===== config.mk =====
export PLATFORM = sky130hd
export DESIGN_NAME = rc5_ir_edge_decoder
export DESIGN_NICKNAME = d
export VERILOG_FILES = /design/src/hdl/rc5_pkg.sv /design/src/hdl/rc5_ir_edge_decoder.sv
export SDC_FILE = /design/constraint.sdc
export NUM_CORES = 1
export LEC_CHECK = 0
export ABC_AREA = 1
export BUFFER_PORTS_ARGS = -buffer_cell sky130_fd_sc_hd__buf_2
export CORE_MARGIN = 8
export CORE_UTILIZATION = 40
export CTS_BUF_LIST = sky130_fd_sc_hd__clkbuf_2 sky130_fd_sc_hd__clkbuf_4 sky130_fd_sc_hd__clkbuf_8
export DETAILED_ROUTE_END_ITERATION = 8
export HOLD_SLACK_MARGIN = 0.05
export REMOVE_ABC_BUFFERS = 1
export SLEW_MARGIN = 5
export SYNTH_ARGS = -nofsm -noshare
export SYNTH_HDL_FRONTEND = slang
export SYNTH_SLANG_ARGS = --single-unit

===== constraint.sdc =====
create_clock -name clk -period 5.2 [get_ports clk]
set_clock_uncertainty 0.15 [all_clocks]
set_input_delay 1.04 -clock clk [delete_from_list [all_inputs] [get_ports clk]]
set_output_delay 1.04 -clock clk [all_outputs]
set_load 0.1 [all_outputs]

===== src/hdl/rc5_pkg.sv =====
// ----------------------------------------------------------------------------
// rc5_pkg
// Shared widths, register indexes, reset values and frame field positions
// for the RC5 infrared edge decoder.
// ----------------------------------------------------------------------------
package rc5_pkg;

  // Timer and limit widths.
  localparam int TIME_W  = 16;
  localparam int HALF_W  = 8;
  localparam int BITC_W  = 4;
  localparam int WORD_W  = 16;

  // Frame length in bits.
  localparam int FRAME_BITS_DEF = 13;

  // Decoded field widths.
  localparam int CMD_W  = 6;
  localparam int ADDR_W = 5;

  // Field positions inside the shift word.
  localparam int CMD_LSB    = 0;
  localparam int ADDR_LSB   = 6;
  localparam int TOGGLE_POS = 11;

  // Configuration register indexes.
  localparam int CFG_IDX_W = 2;
  localparam logic [CFG_IDX_W-1:0] REG_MIN_HALF_BIT = 2'd0;
  localparam logic [CFG_IDX_W-1:0] REG_MAX_HALF_BIT = 2'd1;
  localparam logic [CFG_IDX_W-1:0] REG_MAX_BIT      = 2'd2;

  // Limit values after reset, in timer ticks.
  localparam logic [TIME_W-1:0] MIN_HALF_BIT_RST = 16'd1000;
  localparam logic [TIME_W-1:0] MAX_HALF_BIT_RST = 16'd2600;
  localparam logic [TIME_W-1:0] MAX_BIT_RST      = 16'd4200;

  // Input operation codes.
  localparam logic OP_EDGE = 1'b0;
  localparam logic OP_ACK  = 1'b1;

endpackage


===== src/hdl/rc5_ir_edge_decoder.sv =====
// ----------------------------------------------------------------------------
// rc5_ir_edge_decoder
// Decodes RC5 infrared frames from edge timestamps and holds the last frame
// until it is acknowledged.
// ----------------------------------------------------------------------------
// Usage:
//   The input channel (in_valid/in_stall) carries one beat per edge or per
//   acknowledge: operation selects edge capture or acknowledge, timestamp is
//   the free-running timer value at the edge. Every input beat yields exactly
//   one result beat on the output channel (out_valid/out_stall) with the
//   frame_done strobe, the held command, address and toggle, and the pending
//   flag as it stands after that beat.
//   The beat sits in the input register, then the decode logic writes the
//   result register. One beat is taken every cycle while the receiver
//   does not stall; the rate is set by the single decode step that
//   updates the frame state between those two registers.
//   When the receiver stalls, the result register holds its beat, the input
//   register takes one more beat and then in_stall rises until the result
//   is taken.
//   The limit registers are written through cfg_valid/cfg_ready, which is
//   always ready; the user must write them while the block is idle, as the block does not enforce it.
//   Synchronous reset clears both registers' valid flags and the frame
//   state and loads the default limits.
// ----------------------------------------------------------------------------
module rc5_ir_edge_decoder #(
  parameter int FRAME_BITS = rc5_pkg::FRAME_BITS_DEF
) (
  input  logic                             clk,
  input  logic                             rst,
  // Input channel.
  input  logic                             in_valid,
  output logic                             in_stall,
  input  logic                             operation,
  input  logic [rc5_pkg::TIME_W-1:0]       timestamp,
  // Result channel.
  output logic                             out_valid,
  input  logic                             out_stall,
  output logic                             frame_done,
  output logic [rc5_pkg::CMD_W-1:0]        command,
  output logic [rc5_pkg::ADDR_W-1:0]       address,
  output logic                             toggle,
  output logic                             data_pending,
  // Configuration write channel.
  input  logic                             cfg_valid,
  output logic                             cfg_ready,
  input  logic [rc5_pkg::CFG_IDX_W-1:0]    cfg_index,
  input  logic [rc5_pkg::TIME_W-1:0]       cfg_data
);

  localparam logic [rc5_pkg::BITC_W-1:0] LAST_BIT = rc5_pkg::BITC_W'(FRAME_BITS - 1);

  // Limit registers.
  logic [rc5_pkg::TIME_W-1:0] min_half_bit;
  logic [rc5_pkg::TIME_W-1:0] max_half_bit;
  logic [rc5_pkg::TIME_W-1:0] max_bit;

  // Input register.
  logic                       s1_valid;
  logic                       s1_op;
  logic [rc5_pkg::TIME_W-1:0] s1_ts;

  // Frame state.
  logic [rc5_pkg::TIME_W-1:0] last_time;
  logic                       edge_polarity;
  logic [rc5_pkg::HALF_W-1:0] half_count;
  logic [rc5_pkg::BITC_W-1:0] bit_count;
  logic [rc5_pkg::WORD_W-1:0] shift_word;
  logic [rc5_pkg::CMD_W-1:0]  held_command;
  logic [rc5_pkg::ADDR_W-1:0] held_address;
  logic                       held_toggle;
  logic                       pending;

  // Next values from the decode step.
  logic [rc5_pkg::TIME_W-1:0] last_time_next;
  logic                       edge_polarity_next;
  logic [rc5_pkg::HALF_W-1:0] half_count_next;
  logic [rc5_pkg::BITC_W-1:0] bit_count_next;
  logic [rc5_pkg::WORD_W-1:0] shift_word_next;
  logic [rc5_pkg::CMD_W-1:0]  held_command_next;
  logic [rc5_pkg::ADDR_W-1:0] held_address_next;
  logic                       held_toggle_next;
  logic                       pending_next;
  logic                       done_next;

  logic                       advance;

  // The result register is free when empty or being taken this cycle.
  assign advance   = s1_valid && (!out_valid || !out_stall);
  assign in_stall  = s1_valid && !advance;
  assign cfg_ready = 1'b1;

  // Configuration writes; an index past the list is ignored.
  always_ff @(posedge clk) begin
    if (rst) begin
      min_half_bit <= rc5_pkg::MIN_HALF_BIT_RST;
      max_half_bit <= rc5_pkg::MAX_HALF_BIT_RST;
      max_bit      <= rc5_pkg::MAX_BIT_RST;
    end else if (cfg_valid && cfg_ready) begin
      case (cfg_index)
        rc5_pkg::REG_MIN_HALF_BIT: min_half_bit <= cfg_data;
        rc5_pkg::REG_MAX_HALF_BIT: max_half_bit <= cfg_data;
        rc5_pkg::REG_MAX_BIT:      max_bit      <= cfg_data;
        default: ;
      endcase
    end
  end

  // Input register.
  always_ff @(posedge clk) begin
    if (rst) begin
      s1_valid <= 1'b0;
    end else if (!in_stall) begin
      s1_valid <= in_valid;
    end
  end

  always_ff @(posedge clk) begin
    if (!in_stall && in_valid) begin
      s1_op <= operation;
      s1_ts <= timestamp;
    end
  end

  // Decode step for the beat in the input register.
  always_comb begin
    logic [rc5_pkg::TIME_W-1:0] width;
    logic [rc5_pkg::HALF_W-1:0] hc0;
    logic [rc5_pkg::HALF_W-1:0] hc1;
    logic [rc5_pkg::BITC_W-1:0] bc1;
    logic [rc5_pkg::WORD_W-1:0] sw1;
    logic                       pol1;
    logic                       restart;

    last_time_next     = last_time;
    edge_polarity_next = edge_polarity;
    half_count_next    = half_count;
    bit_count_next     = bit_count;
    shift_word_next    = shift_word;
    held_command_next  = held_command;
    held_address_next  = held_address;
    held_toggle_next   = held_toggle;
    pending_next       = pending;
    done_next          = 1'b0;

    width   = s1_ts - last_time;
    pol1    = ~edge_polarity;
    hc0     = (width > max_bit) ? '0 : half_count;
    hc1     = (width > max_half_bit) ? hc0 + 1'b1 : hc0;
    bc1     = bit_count + 1'b1;
    sw1     = {shift_word[rc5_pkg::WORD_W-2:0], pol1};
    restart = 1'b0;

    if (s1_op == rc5_pkg::OP_ACK) begin
      pending_next = 1'b0;
    end else begin
      last_time_next     = s1_ts;
      edge_polarity_next = pol1;
      if (hc0 == '0) begin
        // First edge of a frame only starts reception.
        edge_polarity_next = 1'b1;
        bit_count_next     = '0;
        shift_word_next    = '0;
        half_count_next    = 8'd1;
      end else if (width < min_half_bit) begin
        restart = 1'b1;
      end else begin
        // Every second half bit completes a bit.
        if (hc1 > 8'd1 && !hc1[0]) begin
          shift_word_next = sw1;
          bit_count_next  = bc1;
          if (bc1 > LAST_BIT) begin
            if (!pending) begin
              held_command_next = sw1[rc5_pkg::CMD_LSB +: rc5_pkg::CMD_W];
              held_address_next = sw1[rc5_pkg::ADDR_LSB +: rc5_pkg::ADDR_W];
              held_toggle_next  = sw1[rc5_pkg::TOGGLE_POS];
            end
            pending_next = 1'b1;
            done_next    = 1'b1;
            restart      = 1'b1;
          end
        end
        half_count_next = hc1 + 1'b1;
      end
      if (restart) begin
        half_count_next    = '0;
        edge_polarity_next = 1'b0;
      end
    end
  end

  // Frame state update.
  always_ff @(posedge clk) begin
    if (rst) begin
      last_time     <= '0;
      edge_polarity <= 1'b0;
      half_count    <= '0;
      bit_count     <= '0;
      shift_word    <= '0;
      held_command  <= '0;
      held_address  <= '0;
      held_toggle   <= 1'b0;
      pending       <= 1'b0;
    end else if (advance) begin
      last_time     <= last_time_next;
      edge_polarity <= edge_polarity_next;
      half_count    <= half_count_next;
      bit_count     <= bit_count_next;
      shift_word    <= shift_word_next;
      held_command  <= held_command_next;
      held_address  <= held_address_next;
      held_toggle   <= held_toggle_next;
      pending       <= pending_next;
    end
  end

  // Result register.
  always_ff @(posedge clk) begin
    if (rst) begin
      out_valid <= 1'b0;
    end else if (!out_valid || !out_stall) begin
      out_valid <= s1_valid;
    end
  end

  always_ff @(posedge clk) begin
    if (advance) begin
      frame_done   <= done_next;
      command      <= held_command_next;
      address      <= held_address_next;
      toggle       <= held_toggle_next;
      data_pending <= pending_next;
    end
  end

`ifndef SYNTHESIS
  // A finished frame always leaves the pending flag set.
  assert property (@(posedge clk) disable iff (rst)
    out_valid |-> (!frame_done || data_pending))
    else $error("frame_done without data_pending");

  // The input side stalls only behind a held result.
  assert property (@(posedge clk) disable iff (rst)
    in_stall |-> (s1_valid && out_valid && out_stall))
    else $error("input stalled without a held result");

  // An acknowledge clears the pending flag.
  assert property (@(posedge clk) disable iff (rst)
    (advance && s1_op == rc5_pkg::OP_ACK) |=> !pending)
    else $error("acknowledge left pending set");

  // A finished frame restarts reception.
  assert property (@(posedge clk) disable iff (rst)
    (advance && done_next) |=> (half_count == '0 && !edge_polarity))
    else $error("reception not restarted after a frame");
`endif

endmodule

==> impl_metrics.env, run 1 <==
export IMPL_status="complete, no violations"
export IMPL_power_density_nw_per_um2=332
export IMPL_diodes=0
export IMPL_place_port_buffers=55
export IMPL_worstSetupEndpointType="flop"
export IMPL_routed_via_count=6130
export IMPL_grt_max_degree=65
export IMPL_setup_viol=0
export IMPL_tritoncts="yes"
export IMPL_ys_types=40
export IMPL_drt_total_wl_mm=16.8
export IMPL_ys_flop_type="dfxtp_1"
export IMPL_worst_hold_path_type="flop to flop"
export IMPL_period_needed_ps=5040
export IMPL_r2r_setup_slack_ps=160
export IMPL_critPathLaunch="s1_ts[0]"
export IMPL_cap_viol_max_count=0
export IMPL_p_leak_uw=0.00409
export IMPL_ys_seq_elements=134
export IMPL_die_h_microns=152
export IMPL_yosysSeqAreaShare=0.404
export IMPL_cts_buffer_depth=2
export IMPL_routedWlPerCell_microns=13.2
export IMPL_tightest_slew_ps=1030
export IMPL_syn_instance_count=942
export IMPL_first_global_vias=5730
export IMPL_cp_slowest_cell="edfxtp_1"
export IMPL_numCtsBuffers=17
export IMPL_worstRegToRegCells=37
export IMPL_drtIter0Drc=288
export IMPL_vias_per_cell=4.80
export IMPL_place_congestion=0.815
export IMPL_hold_violations=0
export IMPL_drt_antenna_violating_nets=0
export IMPL_syn_area_sq_um=7410
export IMPL_syn_area_per_cell_sq_um=7.87
export IMPL_detailed_place_hpwl_mm=11.9
export IMPL_cts_root_buffer="clkbuf_8"
export IMPL_dr_pass1_iters=4
export IMPL_globalRouteOverflowTotal=0
export IMPL_rsz0062_at_grt="yes"
export IMPL_r2r_end="shift_word[7]"
export IMPL_maxClockFrequency_mhz=198
export IMPL_grt_antenna_before_repair=1
export IMPL_min_to="last_time[9]"
export IMPL_maxSlewViolCount=0
export IMPL_async_flop_share=0
export IMPL_final_util=0.495
export IMPL_critPathMostFrequentCell="nand2_1"
export IMPL_critPathMaxStageDelay_ps=350
export IMPL_synth_edf_count=31
export IMPL_clk_insertion_delay_late_ps=450
export IMPL_die_area_sq_um=23100
export IMPL_grt_usage=0.144
export IMPL_cts_sinks=134
export IMPL_clk_pin_slew_ps=90
export IMPL_cp_num_buf_inv=4
export IMPL_hold_path_cell_count=2
export IMPL_h_tree_depth=4
export IMPL_reg2reg_from="s1_ts[0]"
export IMPL_num_nets_final=1144
export IMPL_finalPower_uw=2970
export IMPL_drive_gt1_frac=0.218
export IMPL_cp_data_required_time_ps=5450
export IMPL_initial_core_util=0.410
export IMPL_crit_type="flop to flop"
export IMPL_peakVddDrop_uv=178
export IMPL_fin_setup_tns_ps=0
export IMPL_grt_pass1_wl_mm=27.7
export IMPL_core_area_sq_um=18100
export IMPL_setup_worst_path_start_class="flop"
export IMPL_ios=57
export IMPL_hold_path_startpoint="last_time[9]"
export IMPL_period_share=0.970
export IMPL_rows=49
export IMPL_die_w_microns=152
export IMPL_timing_slew_headroom=0.312
export IMPL_critPathMaxFanout=13
export IMPL_syn2layout_area_growth_pct=20.7
export IMPL_whs_ps=311
export IMPL_drc_errors=0
export IMPL_critical_path_top_delay_family="simple AND/OR/NAND/NOR gates"
export IMPL_yosys_warnings=0
export IMPL_arrival_ps=5290
==> stage by stage <==
stage / cells / area, sq um / worst slack (ps)
final: 1276 / 8940 / 157
after global routing: 1276 / 8940 / -243
after CTS: 1270 / 8640 / 30.9
after detailed placement: 1236 / 8140 / -242
after global placement: 1236 / 8140 / -175
after floorplan: 910 / 7260 / -64.4
==> worst register-to-register path: cells and delay by family, from the launching register on <==
kind                       cells  cell delay [ps]
AOI/OAI and AO/OA              8             1020
xor gates and xnor gates       1              220
adders and majority gates      4              950
buffers and inverters          4              580
DFF                            1              350
and+or+nand+nor               20             1750
==> timing repair <==
item                       4_1_cts  5_1_grt
resized for setup                3       56
gates cloned                     0        2
setup buffers                    2        4
pin swaps                        1       28
hold buffers                     0        0
setup endpoints to repair       42       51
hold endpoints to repair         0        0
==> area by class of cell <==
cell class                 instances  area [sq um]
multi-input combinational        638          3990
clock inverter                    15           229
sequential                       134          2990
clock buffer                      17           234
tap                              229           287
timing repair buffer             104           689
inverter                         139           527
fill                            1737          9140
==> flip-flops by register name, indices dropped and copies added (netlist names) <==
signal and count:
bit_count 4, out_valid 1, s1_valid 1, half_count 8, max_bit 16, pending 1, max_half_bit 16, shift_word 11
held_address 5, command 6, data_pending 1, min_half_bit 16, address 5, last_time 16, held_command 6, toggle 1
edge_polarity 1, s1_ts 16, s1_op 1, held_toggle 1, frame_done 1
==> layout by cell type, fill, tap and decap left out, types with 13 or more instances in the layout <==
cell | synthesis | final
edfxtp_1 | 31 | 31
nand2_1 | 184 | 173
ha_1 | 69 | 63
inv_1 | 131 | 126
o211ai_1 | 15 | 15
clkbuf_8 | 0 | 17
o21ai_0 | 61 | 57
nand3_1 | 31 | 26
xor2_1 | 13 | 13
buf_2 | 1 | 55
buf_4 | 2 | 45
nor2_1 | 64 | 58
nand4_1 | 28 | 28
dfxtp_1 | 103 | 103
a21oi_2 | 11 | 14
a21oi_1 | 100 | 96
nand2_2 | 16 | 20
==> cell usage after synthesis (all sizes together) (2+ instances only) <==
cell / n / share of area
clkbuf: 26 / 0.013
buf: 6 / 0.0073
xnor2: 7 / 0.0083
edfxtp: 31 / 0.13
nand3: 37 / 0.029
nor3: 8 / 0.0076
a21oi: 111 / 0.081
o211ai: 15 / 0.015
nand2: 204 / 0.11
nand4: 28 / 0.024
clkinv: 2 / 0.0017
o21ai: 61 / 0.041
inv: 137 / 0.069
nand3b: 3 / 0.0030
xor2: 13 / 0.015
dfxtp: 103 / 0.28
nor2: 69 / 0.038
o21bai: 3 / 0.0030
ha: 69 / 0.12
==> report_power, final <==
part	leakage [uW]	internal [uW]	switching [uW]
logic	0.00271	307	500
registers	0.00114	1120	20.1
clock network	0.000235	546	479
==> worst max path at each step <==
stage,to,cells after the start
2_1_floorplan,held_address[0],34
3_3_place_gp,shift_word[4],31
3_5_place_dp,shift_word[8],38
4_1_cts,held_command[3],35
5_1_grt,shift_word[2],39
6_report,shift_word[7],37
==> cell families (layout without fill, tap and decap cells) <==
group | after synthesis | count (layout) | synth area share
AND/OR/NAND/NOR | 351 | 352 | 0.216
AO/OA/AOI/OAI | 195 | 195 | 0.145
buffers and inverters | 171 | 275 | 0.0915
flip-flops | 134 | 134 | 0.404
adder cells (fa/ha/maj) | 70 | 70 | 0.119
XOR/XNOR | 20 | 20 | 0.0236
other | 1 | 1 | 0.000506
==> per-layer routing <==
| layer | GRT usage | up-vias | part of all wire |
|---|---|---|---|
| li1 | - | 3298 | - |
| met1 | 0.198 | 2713 | 0.52 |
| met2 | 0.214 | 95 | 0.42 |
| met3 | 0.0434 | 22 | 0.046 |
| met4 | 0.0395 | 2 | 0.013 |
| met5 | 0 | - | 0.00059 |
No activity file was read; power rests on OpenSTA's default activity.
==> inputs of run 2 (changes only) <==
--- a/config.mk
+++ b/config.mk
@@ -12,6 +12,7 @@
 export CTS_BUF_LIST = sky130_fd_sc_hd__clkbuf_2 sky130_fd_sc_hd__clkbuf_4 sky130_fd_sc_hd__clkbuf_8
 export DETAILED_ROUTE_END_ITERATION = 8
 export HOLD_SLACK_MARGIN = 0.05
+export PLACE_DENSITY = 0.62
 export REMOVE_ABC_BUFFERS = 1
 export SLEW_MARGIN = 5
 export SYNTH_ARGS = -nofsm -noshare
==> constraint.sdc (replaced) <==
create_clock -name clk -period 4.3 [get_ports clk]
set_clock_uncertainty 0.15 [all_clocks]
set_input_delay 0.86 -clock clk [delete_from_list [all_inputs] [get_ports clk]]
set_output_delay 0.86 -clock clk [all_outputs]
set_load 0.1 [all_outputs]
==> impl_metrics.env, run 2 (synthesis results as in run 1) <==
export IMPL_status="finished, violations left"
export IMPL_violations="negative setup slack"
export IMPL_drive_gt1_frac=0.302
export IMPL_place_congestion=0.816
export IMPL_h_tree_depth=4
export IMPL_period_share=1.17
export IMPL_grt_pass1_wl_mm=29.8
export IMPL_cts_hold_fix_buffers=0
export IMPL_initial_core_util=0.410
export IMPL_peakVddDrop_uv=229
export IMPL_dr_pass1_iters=5
export IMPL_drc_errors=0
export IMPL_grt_antenna_before_repair=0
export IMPL_p_leak_uw=0.00441
export IMPL_period_needed_ps=5010
export IMPL_tritoncts="yes"
export IMPL_critPathMaxFanout=7
export IMPL_maxClockFrequency_mhz=199
export IMPL_die_w_microns=152
export IMPL_core_area_sq_um=18100
export IMPL_cp_slowest_cell="edfxtp_1"
export IMPL_first_global_vias=6265
export IMPL_diodes=0
export IMPL_timing_slew_headroom=0.434
export IMPL_clk_pin_slew_ps=90
export IMPL_critPathMostFrequentCell="nand2_1"
export IMPL_maxSlewViolCount=0
export IMPL_cts_buffer_depth=2
export IMPL_worst_hold_path_type="flop to flop"
export IMPL_cp_data_required_time_ps=4380
export IMPL_clk_insertion_delay_late_ps=470
export IMPL_die_area_sq_um=23100
export IMPL_critPathMaxStageDelay_ps=450
export IMPL_rsz0062_at_grt="yes"
export IMPL_setup_ws_ps=-713
export IMPL_final_cell_mix="nand2_1 (149), inv_1 (126), dfxtp_1 (103), buf_4 (103), a21oi_1 (90)"
export IMPL_power_density_nw_per_um2=377
export IMPL_nFillCells=1691
export IMPL_cap_viol_max_count=0
export IMPL_cts_root_buffer="clkbuf_8"
export IMPL_pre_cts_slack_ps=-1210
export IMPL_detailed_place_hpwl_mm=12.5
export IMPL_tightest_slew_ps=847
export IMPL_ios=57
export IMPL_setup_viol=51
export IMPL_worstSetupEndpointType="flop"
export IMPL_final_util=0.531
export IMPL_grt_max_degree=40
export IMPL_globalRouteOverflowTotal=0
export IMPL_layout_commonest_cell="nand2_1"
export IMPL_grt_usage=0.154
export IMPL_routed_via_count=6516
export IMPL_routedWlPerCell_microns=13.3
export IMPL_syn2layout_area_growth_pct=29.5
export IMPL_hold_violations=0
export IMPL_drt_total_wl_mm=17.8
export IMPL_drtIter0Drc=260
export IMPL_cts_sinks=134
export IMPL_drt_antenna_violating_nets=0
export IMPL_die_h_microns=152
export IMPL_num_nets_final=1208
export IMPL_rows=49
export IMPL_vias_per_cell=4.86
export IMPL_arrival_ps=5090
export IMPL_numCtsBuffers=17
export IMPL_crit_type="flop to flop"
export IMPL_place_port_buffers=55
export IMPL_setup_worst_path_start_class="flop"
[run 2: cell types whose count changed in the layout (fill, tap and decap cells not counted), sizes merged]
cell	before	now
clkbuf	18	17
bufinv	4	0
inv	146	148
clkinv	4	5
bufbuf	0	1
nand3	38	39
clkinvlp	0	1
buf	103	166
[run 2: cell type report]
cell class                      instances  area (sq um)  share of cell area
Clock buffer                           17           234              0.0244
Clock inverter                         15           150              0.0156
Inverter                              139           527              0.0549
Multi-Input combinational cell        639          4230               0.441
Sequential cell                       134          2990               0.312
Tap cell                              229           287              0.0299
Timing Repair Buffer                  167          1180               0.123
[run 2: where the power goes]
part	switching (uW)	internal [uW]	total, uW
Clock	615	435	1050
Sequential	25.0	1350	1370
Combinational	674	525	1200
[run 2: timing repair]
item | 4_1_cts | 5_1_grt
resized for setup | 70 | 49
setup buffers | 13 | 6
pin swaps | 38 | 39
setup endpoints to repair | 51 | 51
cloned | 3 | 1
[run 2: per-stage QoR]
step	std cells	cell area [sq um]	hold slack (ps)	total power (uW)	TNS (ps)
finish	1340	9600	315	3620	-30620
global route	1340	9600	336	3830	-45920
CTS	1335	9360	317	3600	-27280
detailed placement	1287	8530	304	2390	-53740
global placement	1287	8530	296	2380	-53050
floorplan	910	7260	285	2010	-43170
[run 2: path summary, 6_finish.rpt]
| kind | start | endpoint | slack (ps) | cells after the start |
|---|---|---|---|---|
| max reg2reg | s1_ts[2] | command[5] | -710 | 32 |
| min reg2reg | max_bit[1] | max_bit[1] | 310 | 2 |
| max | s1_ts[2] | command[5] | -710 | 32 |
| min | max_bit[1] | max_bit[1] | 310 | 2 |
[run 2: metal layers]
metal | wire length, microns | part of all wire | track usage
met5 | 0 | 0 | 0
met4 | 197 | 0.011 | 0.0424
met3 | 739 | 0.042 | 0.0380
met2 | 7920 | 0.44 | 0.244
met1 | 8950 | 0.50 | 0.204
[run 2: critical path, delay by kind of cell (launching register included)]
kind	cells	cell delay, ps
buffers and inverters	5	710
XOR/XNOR	1	300
flip-flops	1	450
adder cells (fa/ha/maj)	3	800
AO/OA/AOI/OAI	7	910
AND/OR/NAND/NOR	16	1440
==> inputs of run 3 (changes only) <==
--- a/config.mk
+++ b/config.mk
@@ -8,11 +8,11 @@
 export ABC_AREA = 1
 export BUFFER_PORTS_ARGS = -buffer_cell sky130_fd_sc_hd__buf_2
 export CORE_MARGIN = 8
-export CORE_UTILIZATION = 40
+export CORE_UTILIZATION = 50
 export CTS_BUF_LIST = sky130_fd_sc_hd__clkbuf_2 sky130_fd_sc_hd__clkbuf_4 sky130_fd_sc_hd__clkbuf_8
 export DETAILED_ROUTE_END_ITERATION = 8
 export HOLD_SLACK_MARGIN = 0.05
-export PLACE_DENSITY = 0.62
+export PLACE_DENSITY = 0.74
 export REMOVE_ABC_BUFFERS = 1
 export SLEW_MARGIN = 5
 export SYNTH_ARGS = -nofsm -noshare
==> impl_metrics.env, run 3 (synthesis results as in run 1) <==
export IMPL_status="finished, violations left"
export IMPL_violations="negative setup slack"
export IMPL_cts_buffer_depth=2
export IMPL_pre_cts_slack_ps=-1080
export IMPL_tritoncts="yes"
export IMPL_place_congestion=0.845
export IMPL_p_sw_uw=1210
export IMPL_vias_per_cell=5.11
export IMPL_route_met2_wl_mm=8.27
export IMPL_die_h_microns=138
export IMPL_grt_antenna_before_repair=0
export IMPL_drt_total_wl_mm=17.9
export IMPL_finalPower_uw=3530
export IMPL_die_area_sq_um=19000
export IMPL_numCtsBuffers=17
export IMPL_rsz0062_at_grt="yes"
export IMPL_drt_antenna_violating_nets=0
export IMPL_die_w_microns=138
export IMPL_power_density_nw_per_um2=372
export IMPL_place_port_buffers=55
export IMPL_wl_met3_microns=861
export IMPL_cts_sinks=134
export IMPL_layout_commonest_cell="nand2_1"
export IMPL_setup_worst_path_start_class="flop"
export IMPL_arrival_ps=5160
export IMPL_globalRouteOverflowTotal=0
export IMPL_first_global_vias=6226
export IMPL_peakVddDrop_uv=221
export IMPL_grt_usage=0.192
export IMPL_nFillCells=1169
export IMPL_critPathLaunch="s1_ts[0]"
export IMPL_cts_root_buffer="clkbuf_8"
export IMPL_routed_via_count=6580
export IMPL_clkPwrFrac=0.293
export IMPL_detailed_place_hpwl_mm=12.1
export IMPL_syn2layout_area_growth_pct=27.8
export IMPL_core_area_sq_um=14500
export IMPL_initial_core_util=0.510
export IMPL_pwr_share_comb=0.316
export IMPL_hold_violations=0
export IMPL_worst_hold_path_type="flop to flop"
export IMPL_final_cell_mix="nand2_1 (147), inv_1 (126), dfxtp_1 (103)"
export IMPL_grt_pass1_wl_mm=29.1
export IMPL_hold_path_cell_count=2
export IMPL_clk_pin_slew_ps=80
export IMPL_seq_power_share=0.390
export IMPL_diodes=0
export IMPL_clk_insertion_delay_late_ps=450
export IMPL_setup_viol=51
export IMPL_whs_ps=309
export IMPL_p_leak_uw=0.00435
export IMPL_ios=57
export IMPL_worstRegToRegCells=38
export IMPL_dr_pass1_iters=5
export IMPL_routedWlPerCell_microns=13.9
export IMPL_worstSetupEndpointType="flop"
export IMPL_period_needed_ps=5100
export IMPL_wl_met1_mm=8.53
export IMPL_cap_viol_max_count=0
export IMPL_critPathMaxFanout=5
export IMPL_post_dp_cell_area_sq_um=8460
export IMPL_intPower_uw=2310
export IMPL_maxClockFrequency_mhz=196
export IMPL_highest_layer="met4"
export IMPL_critPathMaxStageDelay_ps=350
export IMPL_maxSlewViolCount=0
export IMPL_drtIter0Drc=452
export IMPL_tightest_slew_ps=703
export IMPL_period_share=1.19
export IMPL_drc_errors=0
export IMPL_crit_path_end="toggle"
export IMPL_h_tree_depth=4
export IMPL_reg2reg_from="s1_ts[0]"
export IMPL_timing_slew_headroom=0.531
export IMPL_critPathMostFrequentCell="nand2_2"
export IMPL_setup_ws_ps=-805
export IMPL_r2r_setup_slack_ps=-800
export IMPL_crit_type="flop to flop"
export IMPL_drive_gt1_frac=0.294
export IMPL_cts_hold_fix_buffers=0
export IMPL_r2r_end="toggle"
export IMPL_sw_frac_of_total=0.344
export IMPL_num_nets_final=1200
export IMPL_rows=44
export IMPL_postLayoutCellArea_sq_um=9470
export IMPL_cp_data_required_time_ps=4350
export IMPL_grt_max_degree=45
export IMPL_cp_slowest_cell="edfxtp_1"
[run 3: changes by cell type in the layout (fill, tap and decap cells not counted), sizes merged]
cell,delta
buf,-7
inv,-6
clkbuf,+3
bufbuf,-1
bufinv,+1
clkinv,+1
clkinvlp,+1
[run 3: repair_timing]
action | CTS | global route
gates resized for setup | 66 | 48
hold endpoints to repair | 0 | 0
pin swaps | 26 | 38
endpoints found under the setup margin | 51 | 51
cloned | 4 | 0
buffers inserted | 11 | 5
[run 3: worst min-delay path by stage]
stage | startpoint | end | slack [ps]
global route | last_time[11] | last_time[11] | 330
global placement | last_time[13] | last_time[13] | 300
finish | last_time[11] | last_time[11] | 310
floorplan | last_time[10] | last_time[10] | 290
CTS | last_time[11] | last_time[11] | 310
detailed placement | last_time[11] | last_time[11] | 300
[run 3: worst max-delay path: cells and delay by family (launching register included)]
| kind | cells | cell delay, ps |
|---|---|---|
| and+or+nand+nor | 20 | 1680 |
| adders and majority gates | 5 | 1190 |
| buffers and inverters | 7 | 770 |
| AOI/OAI and AO/OA | 5 | 640 |
| DFF | 1 | 350 |
| xor gates and xnor gates | 1 | 50 |
[run 3: routing by layer]
layer / vias to the layer above / GRT usage
met5: - / 0
met4: 0 / 0.0764
met3: 23 / 0.0463
met2: 138 / 0.302
met1: 3014 / 0.249
li1: 3405 / -
[run 3: power groups by stage]
stage	combinational [uW]	sequential (uW)	clock [uW]
global route	1230	1380	1100
global placement	954	1400	0
floorplan	563	1450	0
CTS	1060	1380	1050
finish	1120	1380	1030
detailed placement	977	1400	0
[run 3: metrics by stage]
stage               setup TNS [ps]  cells   util
finish                      -37970   1287  0.652
global route                -52860   1287  0.652
CTS                         -30200   1283  0.638
detailed placement          -47640   1236  0.582
global placement            -43850   1236  0.582
floorplan                   -43170    910      -
[run 3: final cells by class]
| class | count | area, sq um | area share |
|---|---|---|---|
| Multi-Input combinational cell | 639 | 4180 | 0.442 |
| Inverter | 139 | 527 | 0.0556 |
| Tap cell | 184 | 230 | 0.0243 |
| Clock inverter | 12 | 116 | 0.0123 |
| Clock buffer | 20 | 269 | 0.0284 |
| Sequential cell | 134 | 2990 | 0.316 |
| Timing Repair Buffer | 159 | 1150 | 0.122 |
